[src/hw/rtl/bgrf_pkg.sv]
// bgrf_pkg: request codes, item structs and the command passed from front to back
// no dependencies; used by every module of the bit-granular ring fifo except bgrf_ram
package bgrf_pkg;

  // widest ring position (ring of up to 65536 slots) and widest transfer count
  localparam int unsigned POS_W = 16;
  localparam int unsigned LEN_W = 7;

  typedef enum logic [2:0] {
    REQ_PUSH  = 3'd0,
    REQ_FPUSH = 3'd1,
    REQ_POP   = 3'd2,
    REQ_DROP  = 3'd3,
    REQ_PEEK  = 3'd4,
    REQ_CLEAR = 3'd5
  } req_e;

  typedef enum logic [1:0] {
    OP_NONE,
    OP_READ,
    OP_WRITE
  } op_e;

  typedef struct packed {
    logic [2:0]  req_type;
    logic [63:0] write_bits;
    logic [9:0]  bit_count;
    logic [9:0]  peek_offset;
  } in_t;

  typedef struct packed {
    logic        ok;
    logic [63:0] read_bits;
    logic [9:0]  moved_count;
    logic [9:0]  fill_bits;
    logic        is_empty;
    logic        is_full;
  } out_t;

  typedef struct packed {
    op_e              op;
    logic [POS_W-1:0] pos;
    logic [LEN_W-1:0] len;
    logic [63:0]      wbits;
    out_t             res;
  } cmd_t;

  typedef struct packed {
    logic busy;
    logic chunk_pend;
  } back_stat_t;

endpackage

[src/hw/rtl/bit_granular_ring_fifo.sv]
// bit_granular_ring_fifo: top level of a bit fifo held in a byte ring store
// depends on bgrf_pkg, bgrf_front, bgrf_queue, bgrf_back (and bgrf_ram below it)
//
//   channel | handshake               | payload
//   --------+-------------------------+------------------
//   in      | in_valid_i / in_ready_o | in_i  (in_t)
//   out     | out_valid_o / out_ready_i | out_o (out_t)
//
// the front takes one item a cycle while the queue has room; the back takes a
// new item only once it is done with the last and walks the n byte chunks touched
// (up to 9 for 64 bits) one by one, set by one read and one write port on the ring
// store; drop, clear, rejected and zero-count items touch no chunk in the back
// reset clears head, tail and handshake state; the store is left as it is
// a stalled output holds its result while the front keeps filling the queue
module bit_granular_ring_fifo #(
  parameter int unsigned RING_BITS     = 1024,
  parameter int unsigned MAX_XFER_BITS = 64
) (
  input  logic           clk_i,
  input  logic           rst_ni,
  input  logic           in_valid_i,
  output logic           in_ready_o,
  input  bgrf_pkg::in_t  in_i,
  output logic           out_valid_o,
  input  logic           out_ready_i,
  output bgrf_pkg::out_t out_o
);

  // classified commands from the front
  bgrf_pkg::cmd_t       f_cmd, q_cmd;
  logic                 f_valid, f_ready, q_valid, q_ready;
  // back-end status, watched by the checks below
  bgrf_pkg::back_stat_t stat;

  bgrf_front #(
    .RING_BITS    (RING_BITS),
    .MAX_XFER_BITS(MAX_XFER_BITS)
  ) u_front (
    .clk_i      (clk_i),
    .rst_ni     (rst_ni),
    .in_valid_i (in_valid_i),
    .in_ready_o (in_ready_o),
    .in_i       (in_i),
    .cmd_valid_o(f_valid),
    .cmd_ready_i(f_ready),
    .cmd_o      (f_cmd)
  );

  // decouples classification from the store accesses
  bgrf_queue u_queue (
    .clk_i       (clk_i),
    .rst_ni      (rst_ni),
    .push_valid_i(f_valid),
    .push_ready_o(f_ready),
    .push_i      (f_cmd),
    .pop_valid_o (q_valid),
    .pop_ready_i (q_ready),
    .pop_o       (q_cmd)
  );

  bgrf_back #(
    .RING_BITS(RING_BITS)
  ) u_back (
    .clk_i      (clk_i),
    .rst_ni     (rst_ni),
    .cmd_valid_i(q_valid),
    .cmd_ready_o(q_ready),
    .cmd_i      (q_cmd),
    .out_valid_o(out_valid_o),
    .out_ready_i(out_ready_i),
    .out_o      (out_o),
    .stat_o     (stat)
  );

`ifndef SYNTHESIS
  // no chunk may be in flight once the back has gone idle
  a_idle_no_chunk: assert property (@(posedge clk_i) disable iff (!rst_ni)
    !stat.busy |-> !stat.chunk_pend) else $error("chunk pending while back idle");

  // a handed-over command always starts work in the back
  a_cmd_loads: assert property (@(posedge clk_i) disable iff (!rst_ni)
    (q_valid && q_ready) |=> stat.busy) else $error("command taken but back not busy");

  // a new result only comes from a command that was being worked on
  a_result_from_busy: assert property (@(posedge clk_i) disable iff (!rst_ni)
    $rose(out_valid_o) |-> $past(stat.busy)) else $error("result without command");
`endif

endmodule

[src/hw/rtl/bgrf_ram.sv]
// bgrf_ram: generic single write port, single read port ram with registered read
// no dependencies
module bgrf_ram #(
  parameter int unsigned WIDTH = 8,
  parameter int unsigned DEPTH = 128
) (
  input  logic                     clk_i,
  input  logic                     we_i,
  input  logic [$clog2(DEPTH)-1:0] waddr_i,
  input  logic [WIDTH-1:0]         wdata_i,
  input  logic [$clog2(DEPTH)-1:0] raddr_i,
  output logic [WIDTH-1:0]         rdata_o
);

  logic [WIDTH-1:0] mem [DEPTH];
  logic [WIDTH-1:0] rdata_q;

  always_ff @(posedge clk_i) begin
    if (we_i) begin
      mem[waddr_i] <= wdata_i;
    end
    rdata_q <= mem[raddr_i];
  end

  assign rdata_o = rdata_q;

endmodule

[src/hw/rtl/bgrf_front.sv]
// bgrf_front: classifies requests, keeps head and tail, builds back-end commands
// depends on bgrf_pkg
module bgrf_front #(
  parameter int unsigned RING_BITS     = 1024,
  parameter int unsigned MAX_XFER_BITS = 64
) (
  input  logic           clk_i,
  input  logic           rst_ni,
  input  logic           in_valid_i,
  output logic           in_ready_o,
  input  bgrf_pkg::in_t  in_i,
  output logic           cmd_valid_o,
  input  logic           cmd_ready_i,
  output bgrf_pkg::cmd_t cmd_o
);

  localparam int unsigned PW = $clog2(RING_BITS);
  localparam int unsigned EW = ((PW > 10) ? PW : 10) + 2;
  localparam logic [EW-1:0] RingE = EW'(RING_BITS);
  localparam logic [EW-1:0] CapE  = EW'(RING_BITS - 1);
  localparam logic [EW-1:0] MaxE  = EW'(MAX_XFER_BITS);

  logic [PW-1:0] head_q, head_d, tail_q, tail_d, pos;
  logic [EW-1:0] fill, avail, cnt, off, clamp, moved, nfill;
  logic          ok;
  bgrf_pkg::op_e op;

  function automatic logic [PW-1:0] adv(input logic [PW-1:0] p, input logic [EW-1:0] n);
    logic [EW-1:0] s;
    s = EW'(p) + n;
    if (s >= RingE) s = s - RingE;
    return s[PW-1:0];
  endfunction

  function automatic logic [EW-1:0] fill_of(input logic [PW-1:0] h, input logic [PW-1:0] t);
    logic [EW-1:0] he, te;
    he = EW'(h);
    te = EW'(t);
    if (te >= he) return te - he;
    return te + RingE - he;
  endfunction

  always_comb begin
    fill   = fill_of(head_q, tail_q);
    avail  = CapE - fill;
    cnt    = EW'(in_i.bit_count);
    off    = EW'(in_i.peek_offset);
    clamp  = (cnt < fill) ? cnt : fill;
    ok     = 1'b0;
    moved  = '0;
    op     = bgrf_pkg::OP_NONE;
    pos    = '0;
    head_d = head_q;
    tail_d = tail_q;
    unique case (in_i.req_type)
      bgrf_pkg::REQ_PUSH: begin
        if (cnt <= MaxE && cnt <= avail) begin
          ok     = 1'b1;
          moved  = cnt;
          op     = bgrf_pkg::OP_WRITE;
          pos    = tail_q;
          tail_d = adv(tail_q, cnt);
        end
      end
      bgrf_pkg::REQ_FPUSH: begin
        if (cnt <= MaxE && cnt <= CapE) begin
          if (avail < cnt) head_d = adv(head_q, cnt - avail);
          ok     = 1'b1;
          moved  = cnt;
          op     = bgrf_pkg::OP_WRITE;
          pos    = tail_q;
          tail_d = adv(tail_q, cnt);
        end
      end
      bgrf_pkg::REQ_POP: begin
        if (cnt <= MaxE) begin
          ok     = 1'b1;
          moved  = clamp;
          op     = bgrf_pkg::OP_READ;
          pos    = head_q;
          head_d = adv(head_q, clamp);
        end
      end
      bgrf_pkg::REQ_DROP: begin
        ok     = 1'b1;
        moved  = clamp;
        head_d = adv(head_q, clamp);
      end
      bgrf_pkg::REQ_PEEK: begin
        if (cnt <= MaxE && off + cnt <= fill) begin
          ok    = 1'b1;
          moved = cnt;
          op    = bgrf_pkg::OP_READ;
          pos   = adv(head_q, off);
        end
      end
      bgrf_pkg::REQ_CLEAR: begin
        ok     = 1'b1;
        head_d = '0;
        tail_d = '0;
      end
      default: begin
        ok = 1'b0;
      end
    endcase
    nfill = fill_of(head_d, tail_d);

    cmd_o.op              = op;
    cmd_o.pos             = bgrf_pkg::POS_W'(pos);
    cmd_o.len             = moved[bgrf_pkg::LEN_W-1:0];
    cmd_o.wbits           = in_i.write_bits;
    cmd_o.res.ok          = ok;
    cmd_o.res.read_bits   = '0;
    cmd_o.res.moved_count = moved[9:0];
    cmd_o.res.fill_bits   = nfill[9:0];
    cmd_o.res.is_empty    = (nfill == '0);
    cmd_o.res.is_full     = (nfill == CapE);
  end

  assign cmd_valid_o = in_valid_i;
  assign in_ready_o  = cmd_ready_i;

  always_ff @(posedge clk_i or negedge rst_ni) begin
    if (!rst_ni) begin
      head_q <= '0;
      tail_q <= '0;
    end else if (in_valid_i && cmd_ready_i) begin
      head_q <= head_d;
      tail_q <= tail_d;
    end
  end

endmodule

[src/hw/rtl/bgrf_queue.sv]
// bgrf_queue: two-entry command queue between front and back
// depends on bgrf_pkg
module bgrf_queue (
  input  logic           clk_i,
  input  logic           rst_ni,
  input  logic           push_valid_i,
  output logic           push_ready_o,
  input  bgrf_pkg::cmd_t push_i,
  output logic           pop_valid_o,
  input  logic           pop_ready_i,
  output bgrf_pkg::cmd_t pop_o
);

  bgrf_pkg::cmd_t ent_q [2];
  logic           wr_q, rd_q;
  logic [1:0]     cnt_q;
  logic           do_push, do_pop;

  assign push_ready_o = (cnt_q != 2'd2);
  assign pop_valid_o  = (cnt_q != 2'd0);
  assign pop_o        = ent_q[rd_q];
  assign do_push      = push_valid_i && push_ready_o;
  assign do_pop       = pop_valid_o && pop_ready_i;

  always_ff @(posedge clk_i) begin
    if (do_push) ent_q[wr_q] <= push_i;
  end

  always_ff @(posedge clk_i or negedge rst_ni) begin
    if (!rst_ni) begin
      wr_q  <= 1'b0;
      rd_q  <= 1'b0;
      cnt_q <= 2'd0;
    end else begin
      if (do_push) wr_q <= ~wr_q;
      if (do_pop) rd_q <= ~rd_q;
      cnt_q <= cnt_q + {1'b0, do_push} - {1'b0, do_pop};
    end
  end

endmodule

[src/hw/rtl/bgrf_back.sv]
// bgrf_back: carries out byte-chunk reads and read-modify-writes on the ring store
// depends on bgrf_pkg and bgrf_ram
module bgrf_back #(
  parameter int unsigned RING_BITS = 1024
) (
  input  logic                 clk_i,
  input  logic                 rst_ni,
  input  logic                 cmd_valid_i,
  output logic                 cmd_ready_o,
  input  bgrf_pkg::cmd_t       cmd_i,
  output logic                 out_valid_o,
  input  logic                 out_ready_i,
  output bgrf_pkg::out_t       out_o,
  output bgrf_pkg::back_stat_t stat_o
);

  localparam int unsigned PW = $clog2(RING_BITS);
  localparam int unsigned RB = (RING_BITS + 7) / 8;
  localparam int unsigned BA = $clog2(RB);
  localparam int unsigned EW = PW + 1;
  localparam int unsigned LW = bgrf_pkg::LEN_W;
  localparam logic [EW-1:0] RingE = EW'(RING_BITS);

  logic           busy_q, bv_q, out_valid_q;
  bgrf_pkg::op_e  op_q;
  logic [63:0]    wbits_q;
  bgrf_pkg::out_t res_q, out_q;
  logic [PW-1:0]  pos_q, pos_shift, pos_next;
  logic [LW-1:0]  rem_q, done_q, bdone_q;
  logic [2:0]     blo_q, lo;
  logic [3:0]     blen_q, to_byte, len;
  logic [BA-1:0]  baddr_q, raddr;
  logic [EW-1:0]  to_end, psum;
  logic [7:0]     rdata, lowmask, mask, wchunk, merged, rval;
  logic           issue, finish, we;

  always_comb begin
    lo      = pos_q[2:0];
    to_byte = 4'd8 - {1'b0, lo};
    to_end  = RingE - EW'(pos_q);
    len     = (rem_q < LW'(to_byte)) ? rem_q[3:0] : to_byte;
    // chunk stops at the ring end when the last byte is partial
    if (EW'(len) > to_end) len = to_end[3:0];
    psum = EW'(pos_q) + EW'(len);
    if (psum >= RingE) psum = psum - RingE;
    pos_next  = psum[PW-1:0];
    pos_shift = pos_q >> 3;
    raddr     = pos_shift[BA-1:0];
    issue     = busy_q && (rem_q != '0);

    lowmask = 8'((9'd1 << blen_q) - 9'd1);
    mask    = lowmask << blo_q;
    wchunk  = 8'(wbits_q >> bdone_q);
    merged  = (rdata & ~mask) | ((wchunk << blo_q) & mask);
    rval    = (rdata >> blo_q) & lowmask;
    we      = bv_q && (op_q == bgrf_pkg::OP_WRITE);
    finish  = busy_q && (rem_q == '0) && !bv_q && (!out_valid_q || out_ready_i);
  end

  bgrf_ram #(
    .WIDTH(8),
    .DEPTH(RB)
  ) u_ram (
    .clk_i  (clk_i),
    .we_i   (we),
    .waddr_i(baddr_q),
    .wdata_i(merged),
    .raddr_i(raddr),
    .rdata_o(rdata)
  );

  always_ff @(posedge clk_i or negedge rst_ni) begin
    if (!rst_ni) begin
      busy_q      <= 1'b0;
      bv_q        <= 1'b0;
      out_valid_q <= 1'b0;
    end else begin
      if (out_valid_q && out_ready_i && !finish) out_valid_q <= 1'b0;
      if (!busy_q) begin
        if (cmd_valid_i) begin
          busy_q  <= 1'b1;
          op_q    <= cmd_i.op;
          wbits_q <= cmd_i.wbits;
          res_q   <= cmd_i.res;
          pos_q   <= cmd_i.pos[PW-1:0];
          rem_q   <= (cmd_i.op == bgrf_pkg::OP_NONE) ? '0 : cmd_i.len;
          done_q  <= '0;
        end
      end else begin
        bv_q <= issue;
        if (issue) begin
          blo_q   <= lo;
          blen_q  <= len;
          bdone_q <= done_q;
          baddr_q <= raddr;
          pos_q   <= pos_next;
          rem_q   <= rem_q - LW'(len);
          done_q  <= done_q + LW'(len);
        end
        if (bv_q && op_q == bgrf_pkg::OP_READ) begin
          res_q.read_bits <= res_q.read_bits | (64'(rval) << bdone_q);
        end
        if (finish) begin
          out_q       <= res_q;
          out_valid_q <= 1'b1;
          busy_q      <= 1'b0;
        end
      end
    end
  end

  assign cmd_ready_o       = !busy_q;
  assign out_valid_o       = out_valid_q;
  assign out_o             = out_q;
  assign stat_o.busy       = busy_q;
  assign stat_o.chunk_pend = bv_q;

endmodule
[config.mk]
export PLATFORM = sky130hd
export DESIGN_NAME = bit_granular_ring_fifo
export DESIGN_NICKNAME = d
export VERILOG_FILES = /design/src/hw/rtl/bgrf_pkg.sv /design/src/hw/rtl/bit_granular_ring_fifo.sv /design/src/hw/rtl/bgrf_ram.sv /design/src/hw/rtl/bgrf_front.sv /design/src/hw/rtl/bgrf_queue.sv /design/src/hw/rtl/bgrf_back.sv
export SDC_FILE = /design/constraint.sdc
export NUM_CORES = 2
export LEC_CHECK = 0
export ABC_AREA = 1
export ABC_CLOCK_PERIOD_IN_PS = 18000
export CORE_ASPECT_RATIO = 0.5
export CORE_MARGIN = 8
export CORE_UTILIZATION = 45
export CTS_CLUSTER_DIAMETER = 150
export DETAILED_ROUTE_END_ITERATION = 10
export DONT_BUFFER_PORTS = 1
export PLACE_DENSITY = 0.64
export SLEW_MARGIN = 20
export SYNTH_ARGS = -nofsm -noshare
export SYNTH_HDL_FRONTEND = slang
export SYNTH_SLANG_ARGS = --single-unit
export TNS_END_PERCENT = 5
[constraint.sdc]
create_clock -name clk_i -period 18 [get_ports clk_i]
set_input_delay 0.9 -clock clk_i [delete_from_list [all_inputs] [get_ports clk_i]]
set_output_delay 0.9 -clock clk_i [all_outputs]
set_load 0.02 [all_outputs]
Yosys cells after proc, flatten, opt, wreduce, memory -nomap -nowiden
Memories as Yosys holds them, arrays and structs flattened. A register that Yosys moved wholly into a read port is not among the register bits.
Cells that the tools add are included.
- flip-flop bits (word level): 312
- RAM bits: 1236
- input bits: 91
- output and inout bits: 89
- word-level logic and storage cells: 191
- memories kept: 2
- $add $sub $neg: 26
- order comparisons: 14
- equal/unequal tests: 11
- shifts and indexed selects: 6
- mux-type cells: 63
- bitwise gates (word level): 9
- reduce and logical (&&, ||, !) cells: 31
- memory list (name ; depth ; width ; read ports ; clocked after memory_dff ; wr ports ; RTL line ; RTL):
    u_back.u_ram.mem ; 128 ; 8 ; 1 ; 1 ; 1 ; bgrf_ram.sv:15 ; logic [WIDTH-1:0] mem [DEPTH];
    u_queue.ent_q ; 2 ; 106 ; 1 ; 0 ; 1 ; bgrf_queue.sv:14 ; bgrf_pkg::cmd_t ent_q [2];
- operators with widths (kind ; number):
    10-bit two-way mux ; 21
    64-bit two-way mux ; 2
    86-bit two-way mux ; 1
    10-bit one-hot mux with 4 select lines ; 2
    64-bit bitwise OR ; 1
    8-bit by 7-bit << shifter with 64-bit output ; 1
    64-bit by 7-bit right shift with 8-bit output ; 1
    12-bit two-way mux ; 5
    10-bit one-hot mux with 5 select lines ; 1
    10-bit by 1-bit subtractor with 10-bit output (second input constant) ; 5
    7-bit two-way mux ; 7
    10-bit by 10-bit adder with 11-bit output ; 3
    11-bit greater-or-equal comparator (second input constant) ; 3
    10-bit one-hot mux with 3 select lines ; 1
    10-bit by 11-bit adder with 12-bit output (second input constant) ; 2
    10-bit by 12-bit adder with 12-bit output ; 2
    8-bit bitwise AND ; 3
    12-bit by 11-bit greater-or-equal comparator with 1-bit output (second input constant) ; 2
    12-bit by 10-bit subtractor with 12-bit output ; 2
    10-bit by 10-bit subtractor with 11-bit output ; 2
    10-bit greater-or-equal comparator ; 2
    1-bit two-way mux ; 17
    8-bit by 3-bit << shifter with 8-bit output ; 2
    3-bit AND reduction ; 5
    other kinds (43) ; 67

Logic depth before layout (Yosys ltp)
- depth in word-level cells: 15
- depth in mapped cells: 44
- mapped depth without buffers: 42

Hierarchy
From an unflattened synthesis, not the netlist that was laid out.
- cell total of the unflattened synthesis: 7415
- area, all modules: 78156.2 µm²
- by module, submodules not included (module ; instances ; cells an instance ; area an instance (µm²) ; sequential area each (µm²)):
    bgrf_ram ; 1 ; 3575 ; 42104.1 ; 30909.6
    bgrf_back ; 1 ; 1781 ; 15676.3 ; 8633.3
    bgrf_queue ; 1 ; 951 ; 13085.0 ; 10670.2
    bgrf_front ; 1 ; 1108 ; 7290.7 ; 500.5

Least setup slack after synthesis
No wires, ideal clock.
- path type: register to register
- start: reg u_back.bdone_q[3]
- end: mem u_back.u_ram.mem[0][0], data pin
- library setup time: 1.590 ns
- data arrival time: 8.749 ns
- required time: 16.410 ns
- setup slack: 7.661 ns
- cell stages (with the launch flop): 10
- buffers on the path: 2
- clock period less this slack: 10.339 ns
- cell sequence: edfxtp_1 buf_4 nor2_2 inv_1 buf_2 o221ai_1 o21ai_0 o21ai_1 nand2_1 o41ai_1
- word-level cells in the longest chain between the ends: 4
- RTL lines (element ; RTL line ; RTL):
    from (decl) ; bgrf_back.sv:29 ; logic [LW-1:0] rem_q, done_q, bdone_q;
    from (signal assigned) ; bgrf_back.sv:94 ; bdone_q <= done_q;
    64-bit by 7-bit right shift with 8-bit output ; bgrf_back.sv:53 ; wchunk = 8'(wbits_q >> bdone_q);
    8-bit by 3-bit << shifter with 8-bit output ; bgrf_back.sv:54 ; merged = (rdata & ~mask) | ((wchunk << blo_q) & mask);
    8-bit bitwise AND ; bgrf_back.sv:54 ;
    8-bit bitwise OR ; bgrf_back.sv:54 ;
    net u_back.merged[0] ; bgrf_back.sv:34 ; logic [7:0] rdata, lowmask, mask, wchunk, merged, rval;
    to (decl) ; bgrf_ram.sv:15 ;
The timed path passes the listed nets, and every way through them passes these cells.

==> impl_metrics.ini <==
[power_and_ir_drop]
leakage_nw = 25.86
powerDensity_mw_per_mm2 = 188.0
ir_drop_v = 0.0001451

[timing]
max_freq_mhz = 129.4
hold_violations = 0
min_period_ns = 7.728
rsz0062_at_grt = false
fin_setup_tns_ns = 0
worst_pin_slew_ns = 1.132
timing.final.crit_share_pct = 42.93
setup-violations-final = 0
clock_skew_ns = 0.03175
relSlewSlack_pct = 24.15
slew_violations = 0

[die]
rows = 101
core_region_area_mm2 = 0.1511
start_util_pct = 45.14
die_x_um = 566.7
pin_count = 180
die_h_um = 291.3
dieArea_mm2 = 0.1651

[worst_setup_path]
worstPathRequired_ns = 18.51
arrival_ns = 8.24
startpoint_type = flip-flop
crit_type = flip-flop to flip-flop
crit_fanout = 20
worst_setup_path_end_kind = flip-flop
critPathMostFrequentCell = nand2_1
max_stage_delay_ns = 0.51
crit_slowest_cell = xnor2_1

[routing]
viasPerCell = 5.800
vias = 46352
routed_wl_um = 185400
drtPass1Iterations = 6
ant_nets = 0
drc = 0
drt_iter0_drc = 5206
wl_per_cell_um = 23.20

[global_routing]
antenna_found_initial = 6
grt_max_degree = 197
use_met1_pct = 29.84
use_met3_pct = 4.140
grt_usage_pct = 21.60
grt_pass1_wl_um = 276700
grt_pass1_vias = 44161
busiest_layer = met2
use_met2_pct = 34.38
grt_overflow = 0

[place]
portBuffers = 0
placedCellCount = 7727
post_dp_cell_area_mm2 = 0.07003
place.gp.congestion = 0.9239
dp_hpwl_um = 116500

[yosys]
syn-cell-area_mm2 = 0.06822
synth-edff-count = 1507
netlist.area_leader.share_pct = 66.33
synth.top_cells.by_count = edfxtp_1, nand2_1, nor2_1
postSynthCellCount = 5989
synth.yosys.warnings = 0
ys_seq_elements = 1542
yosysTopAreaCell = edfxtp_1
syn-mean-instance-area_um2 = 11.39
post_synth_main_area_contributors = edfxtp_1, nand2_1, o21ai_0
async_reset_ff_share_pct = 1.751
synth_ff_type = edfxtp_1
syn_nets = 6219
ys_types = 70
yosysSeqAreaShare_pct = 67.56
synth.most_common_cell = edfxtp_1

[final_layout]
stdcell_count = 7992
final_cell_area_mm2 = 0.07480
fin_util_pct = 49.49
synthToLayoutAreaGrowth_pct = 9.643
fin_nets = 6098
drive_above_1_share_pct = 6.875

[cts]
h-tree-depth = 4
numCtsBuffers = 142
clock-sinks = 1542
clk_path_buf_depth = 3
cts.reportedPaths.clkPinSlew_ns = 0.07
cts_root_buffer = clkbuf_16
insertion_delay_ns = 0.78
tritoncts = built
ctsResizeCount = 0

[worst_hold_path]
hp-class = input pin to flip-flop

[outcome]
status = finished clean

[flow_run]
drv_cap = 0
==> cells by family (layout without fill, tap and decap cells) <==
family,count (synthesis),after routing,share of synthesized area [%]
flip-flops,1542,1542,67.56
buffers and inverters,638,627,3.688
other,0,6,0
AO/OA/AOI/OAI,1414,1414,12.05
XOR/XNOR,65,65,0.8455
adder cells (fa/ha/maj),139,139,2.747
multiplexers,4,4,0.05869
AND/OR/NAND/NOR,2187,2187,13.06
==> critical path: cells and delay by family (launching register included) <==
family	cells	cell delay, ns
compound gates	10	2.26
fa+ha+maj	6	2.15
simple gates	15	1.42
xor+xnor	2	0.83
buf+inv	4	0.41
flops	1	0.40
==> final cells by class <==
cell class / count / area, um^2
antenna: 6 / 15.01
clock buffer: 168 / 3754
clock inverter: 86 / 888.4
fill: 13121 / 76340
inverter: 299 / 1144
multi-input combinational: 3809 / 19750
sequential: 1542 / 46090
tap: 2008 / 2512
timing repair buffer: 74 / 648.1
==> power by group <==
| part | total, mW | leakage, nW | internal (mW) | switching [mW] |
|---|---|---|---|---|
| Sequential | 5.04 | 14.1 | 4.87 | 0.164 |
| Clock | 3.03 | 2.28 | 1.69 | 1.34 |
| Combinational | 5.99 | 9.49 | 1.66 | 4.33 |
==> through the flow <==
step	setup WS (ns)	total power [mW]	hold WS, ns
after CTS	10.32	14.03	0.1713
after detailed placement	10.40	11.00	0.4072
after floorplan	7.661	9.132	0.4003
final	10.27	14.07	0.2302
after global placement	10.40	10.87	0.4068
after global routing	9.593	14.86	0.1930
==> state kept, by name, summed over array words and instances (netlist names), 8 cells and up <==
signal / flops
u_front.head_q: 10
u_back.wbits_q: 64
u_back.pos_q: 10
u_back.out_o: 87
u_front.tail_q: 10
u_back.u_ram.mem: 1024
u_queue.ent_q: 198
u_back.res_q: 87
u_back.u_ram.rdata_o: 8
==> final timing paths <==
path                                          startpoint                             end  slack (ns)  cells after the start
min                                             in_i[54]  u_queue.ent_q[1][57]$_DFFE_PP_        0.23                      0
max                        u_front.tail_q[0]$_DFFE_PN0P_   u_queue.ent_q[1][1]$_DFFE_PP_       10.27                     37
max reg2reg                u_front.tail_q[0]$_DFFE_PN0P_   u_queue.ent_q[1][1]$_DFFE_PP_       10.27                     37
min in group asynchronous                         rst_ni   u_front.head_q[0]$_DFFE_PN0P_        0.63                      2
min reg2reg                   u_back.res_q[12]$_DFFE_PP_      u_back.out_o[12]$_DFFE_PP_        0.41                      0
max in group asynchronous                         rst_ni        u_queue.rd_q$_DFFE_PN0P_       17.15                      2
==> cells in the final DEF, fill, tap and decap left out, types with 28 or more instances in the layout <==
cell type | Yosys | layout
a21oi_1 | 191 | 188
a31oi_1 | 28 | 28
buf_4 | 7 | 67
clkbuf_16 | 0 | 144
clkinv_2 | 0 | 38
edfxtp_1 | 1507 | 1507
ha_1 | 121 | 121
inv_1 | 275 | 269
nand2_1 | 1001 | 1000
nand3_1 | 208 | 208
nand4_1 | 42 | 42
nor2_1 | 831 | 823
o211ai_1 | 59 | 59
o21ai_0 | 719 | 718
o21ai_1 | 32 | 32
o221ai_1 | 112 | 112
o22ai_1 | 180 | 180
xor2_1 | 38 | 38
==> routing by layer <==
layer / vias up / share of wire (%) / routed length, um
li1: 21320 / - / -
met1: 22760 / 43 / 79170
met2: 1948 / 46 / 85170
met3: 320 / 8.3 / 15470
met4: 4 / 3.0 / 5552
met5: - / 0.017 / 31
==> repair_timing <==
action,in CTS,in global routing
hold endpoints to repair,27,0
setup buffers,0,0
hold buffers,2,0
(Power assumes the default switching activity.)
